===== src/sv/bcp_pkg.sv =====
package bcp_pkg;

  // Default largest row the pipeline can build
  localparam int MAX_N_DEF = 32;

  // Field widths
  localparam int CNT_W  = 6;
  localparam int IDX_W  = CNT_W + 1;
  localparam int COEF_W = 32;

  // Input item packing in tdata
  localparam int IN_TDATA_W  = 16;
  localparam int OUT_TDATA_W = 32;

  // Control that travels with each row down the pipeline
  typedef struct packed {
    logic [CNT_W-1:0] n;
    logic [CNT_W-1:0] k;
    logic             skip;  // answer is forced to zero, no row work
    logic             ovf;   // some sum saturated so far
  } bcp_ctl_t;

endpackage


===== src/sv/bcp_out_reg.sv =====
module bcp_out_reg #(
  parameter int MAX_N = bcp_pkg::MAX_N_DEF
) (
  input  logic                                  clk,
  input  logic                                  rst,
  input  logic                                  in_valid,
  output logic                                  in_ready,
  input  bcp_pkg::bcp_ctl_t                     in_ctl,
  input  logic [MAX_N:0][bcp_pkg::COEF_W-1:0]   in_row,
  output logic                                  out_valid,
  input  logic                                  out_ready,
  output logic [bcp_pkg::COEF_W-1:0]            coefficient,
  output logic                                  overflow
);
  import bcp_pkg::*;

  localparam int SEL_W = $clog2(MAX_N + 1);

  logic [SEL_W-1:0]  sel;
  logic [COEF_W-1:0] coef_next;

  // Pick column k; skipped items answer zero
  assign sel = SEL_W'(in_ctl.k);

  always_comb begin
    coef_next = '0;
    if (!in_ctl.skip && ({1'b0, in_ctl.k} <= IDX_W'(MAX_N))) begin
      coef_next = in_row[sel];
    end
  end

  assign in_ready = !out_valid || out_ready;

  always_ff @(posedge clk) begin
    if (rst) begin
      out_valid <= 1'b0;
    end else if (in_ready) begin
      out_valid <= in_valid;
    end
  end

  always_ff @(posedge clk) begin
    if (in_ready && in_valid) begin
      coefficient <= coef_next;
      overflow    <= in_ctl.ovf;
    end
  end

endmodule


===== config.mk =====
export PLATFORM = sky130hd
export DESIGN_NAME = bcp_out_reg
export DESIGN_NICKNAME = d
export VERILOG_FILES = /design/src/sv/bcp_pkg.sv /design/src/sv/bcp_out_reg.sv
export SDC_FILE = /design/constraint.sdc
export NUM_CORES = 1
export LEC_CHECK = 0
export ABC_CLOCK_PERIOD_IN_PS = 7100
export BUFFER_PORTS_ARGS = -buffer_cell sky130_fd_sc_hd__buf_2
export CAP_MARGIN = 15
export CORE_AREA = 2 2 433 435
export CTS_CLUSTER_SIZE = 25
export DETAILED_ROUTE_END_ITERATION = 10
export DIE_AREA = 0 0 435 437
export GPL_TIMING_DRIVEN = 0
export SKIP_CTS_REPAIR_TIMING = 1
export SYNTH_ARGS = -nofsm -noshare
export SYNTH_HDL_FRONTEND = slang
export SYNTH_SLANG_ARGS = --single-unit

===== constraint.sdc =====
create_clock -name clk -period 7.1 [get_ports clk]
set_input_delay 2.13 -clock clk [delete_from_list [all_inputs] [get_ports clk]]
set_output_delay 2.13 -clock clk [all_outputs]
set_load 0.05 [all_outputs]

==> impl_summary.log <==
INFO  metric areaGrowthSynthToFinish = 89.91%
INFO  metric regArea = slightly above 1000 sq um
INFO  metric numCtsBuffers = 5
INFO  metric worstSkewPairLatency = between 0.3 and 0.4 ns
INFO  metric die_ht = 437 microns
INFO  metric synth_sequential_area_ratio = 9.893%
INFO  metric grt_setup_unrepaired = no
INFO  metric dp_slack = 1.042 ns
INFO  metric cts_sinks = 34
INFO  metric maxClockFrequency = 180.7 MHz
INFO  metric dr.first_iter.drc_count = 2,019
INFO  metric netlist_top_cells_area = mux4_2 (28%), mux2i_1 (25%), edfxtp_1 (9.7%)
INFO  metric multiInputGateArea = 8494 sq um
INFO  metric place_area = 19,040 sq um
INFO  metric hpwl = 145,600 microns
INFO  metric routed-via-count = 16,071
INFO  metric via_per_inst = 3.492
INFO  metric fillerInstances = 21,495
INFO  metric floorplan.core_area = ~190,000 sq um
INFO  metric period_minus_slack = 5.534 ns
INFO  metric routed_wire_length_per_instance = 34.34 microns
INFO  metric critical_path_capture_point_type = register
INFO  metric powerDensity = 95.18 nW/um^2
INFO  metric proportion_of_power_drawn_by_combinational_gates = between 70% and 80%
INFO  metric setup_tns = 0 ns
INFO  metric top_count_cell_post_synth = mux2i_1
INFO  metric synth_area_per_cell = between 10 and 15 sq um
INFO  metric path_delay_family = buffers and inverters
INFO  metric grt_max_degree = 23
INFO  metric required = 7.30 ns
INFO  metric synth.distinct_cells = 31
INFO  metric seq_power_share = a little over an eighth
INFO  metric worst-slew-pin-transition = 1.219 ns
INFO  metric drt-pass1-iter-count = 7
INFO  metric place.port_buffers = 1,099
INFO  metric worst-path-buf-inv = 3
INFO  metric final_antenna_net_count = 0
INFO  metric ys_ff_latch = 34
INFO  metric cellInternalPower = around 0.9 mW
INFO  metric mappedNetlistArea = slightly above 10,000 sq um
INFO  metric grt_pass1_vias = around 16,000
INFO  metric i_o_pin_total = 1,109
INFO  metric clk_pin_slew = 0.10 ns
INFO  metric worst-setup-path-type = in -> reg
INFO  metric power.leakage = 8.504 nW
INFO  metric layout-drive-gt1-share = 70.09%
INFO  metric startpoint_type = primary input
INFO  metric timing.clock.skew = between 0.02 and 0.025 ns
INFO  metric clock_power_share = 15.0%
INFO  metric synthesis.nets = around 2,000
INFO  metric result_of_the_run = completed
INFO  metric crit_top_cell = buf_2
INFO  metric globalRouteTotalUtil = 15.81%
INFO  metric yosys_warnings = 0
INFO  metric sw_frac_of_total = 51.28%
INFO  metric synth.cells.most_frequent = mux2i_1 (256), mux4_2 (128), nand2_1 (65), mux2_2 (63), a22oi_1 (62)
INFO  metric chain_of_cells_forming_the_critical_path = buf_2, buf_2, buf_2, mux2i_1, a221oi_2, a22o_1
INFO  metric timing.critical_path.arrival = 5.73 ns
INFO  metric h-tree-depth = 2
INFO  metric worst_slew_margin_rel = ~16%
INFO  metric grt_overflow = 0
INFO  metric maxSlewViolCount = 0
INFO  metric synthDominantAreaCellType = mux4_2
INFO  metric global_route_wire_length_before_repair = roughly 190,000 microns
INFO  metric syn_inst = 908
INFO  metric synth_edf_count = 33
INFO  metric floorplan.initialDensity = 5.522%
INFO  metric finalWeightedCongestion = 0.9990
INFO  metric peakVddDrop = slightly below 90 uV
INFO  metric grt_antenna_before_repair = 170
INFO  metric cap_viol_max_count = 0
INFO  metric synth-main-ff-cell = edfxtp_1
INFO  metric asyncSetResetFlopFracSynth = 0%
INFO  metric cts_tree = built
INFO  metric synth_largest_type_area_fraction = 28.21%
INFO  metric critical_path.max_fanout = 10
INFO  metric timing.final.hold_violations = 0
INFO  metric drt_drc_violations_left = 0
INFO  metric ctsLongestPathBuffers = 2
INFO  metric floorplan.rows = 158
INFO  metric worst_hold_slack = 0.5560 ns
INFO  metric slowest_delay = 1.05 ns
INFO  metric clockRootBuffer = clkbuf_16
INFO  metric power.net_switching = 0.9472 mW
INFO  metric final_setup_margin = between 1.5 and 2 ns
INFO  metric critPathSlowestCell = a221oi_2
INFO  metric die_w = 435 microns
INFO  metric min-delay-path-class = reg -> reg
INFO  metric drt-total-wl = roughly 160,000 microns
INFO  metric num-nets-final = 3,101
INFO  metric postLayoutCellArea = 19,410 sq um
INFO  metric die_area = ~190,000 sq um
INFO  metric post-route-period-util = 77.95%
INFO  metric setup-violations-final = 0
flip-flops by register name (all words and copies together) (netlist names):
| name | flops |
|---|---|
| coefficient | 32 |
| out_valid | 1 |
| overflow | 1 |
final timing paths:
| kind | slack (ns) | cells after the start | endpoint | start |
|---|---|---|---|---|
| max | 1.57 | 6 | coefficient[10] | in_ctl[4] |
| min reg2reg | 0.56 | 2 | out_valid | out_valid |
| min | 0.56 | 2 | out_valid | out_valid |
| max reg2reg | 5.52 | 3 | coefficient[10] | out_valid |
cell usage in the layout (no fill, tap or decap), drive strengths merged, types with 3 or more instances in the layout:
cell type	netlist	routed
a221oi	32	32
a22o	32	32
a22oi	62	62
buf	75	1187
clkbuf	43	48
diode	0	96
edfxtp	33	33
mux2	64	64
mux2i	256	256
mux4	128	128
nand2	65	65
nand4	32	32
nor2	3	3
nor2b	5	5
o211ai	32	32
o221ai	30	30
per-stage QoR:
| step | instances | utilization (%) | power, mW |
|---|---|---|---|
| floorplan | 908 | - | 0.7748 |
| global placement | 4487 | 10.17 | 1.560 |
| detailed placement | 4500 | 10.29 | 1.589 |
| CTS | 4506 | 10.36 | 1.890 |
| global route | 4555 | 10.42 | 1.916 |
| finish | 4602 | 10.49 | 1.847 |
worst reg2reg max path: stages, from the launching register on:
cell and delay (ns):
dfxtp_1 0.33, nand2b_1 0.12, and2_2 0.46, buf_12 0.26
final cells by class:
type,count,area share [%]
multi-input combinational,755,43.77
timing repair buffer,1112,29.41
tap,2480,15.99
sequential,34,5.210
buffer,118,3.694
antenna,96,1.238
clock buffer,5,0.6447
clock inverter,1,0.01934
inverter,1,0.01934
power groups by stage:
stage          Combinational [mW]  Sequential, mW  Clock (mW)
6_report                     1.33           0.241       0.276
4_1_cts                      1.35           0.241       0.301
5_1_grt                      1.38           0.242       0.291
3_3_place_gp                 1.31           0.246           0
3_5_place_dp                 1.34           0.245           0
2_1_floorplan               0.480           0.295           0
cells by family (layout without fill, tap and decap cells):
kind of cell    after synthesis  after routing  synth area share, %
simple gates                113            113                5.473
other cells                   0             96                    0
compound gates              194            194                17.24
mux                         448            448                60.34
buf+inv                     119           1237                7.053
flops                        34             34                9.893
layer usage:
| metal | GRT usage, % | share of wire (%) | vias up |
|---|---|---|---|
| li1 | - | - | 6251 |
| met1 | 17.12 | 35 | 7997 |
| met2 | 26.42 | 48 | 1404 |
| met3 | 7.974 | 13 | 313 |
| met4 | 5.651 | 3.6 | 106 |
| met5 | 0 | 0.49 | - |
No activity file was read; power rests on OpenSTA's default activity.
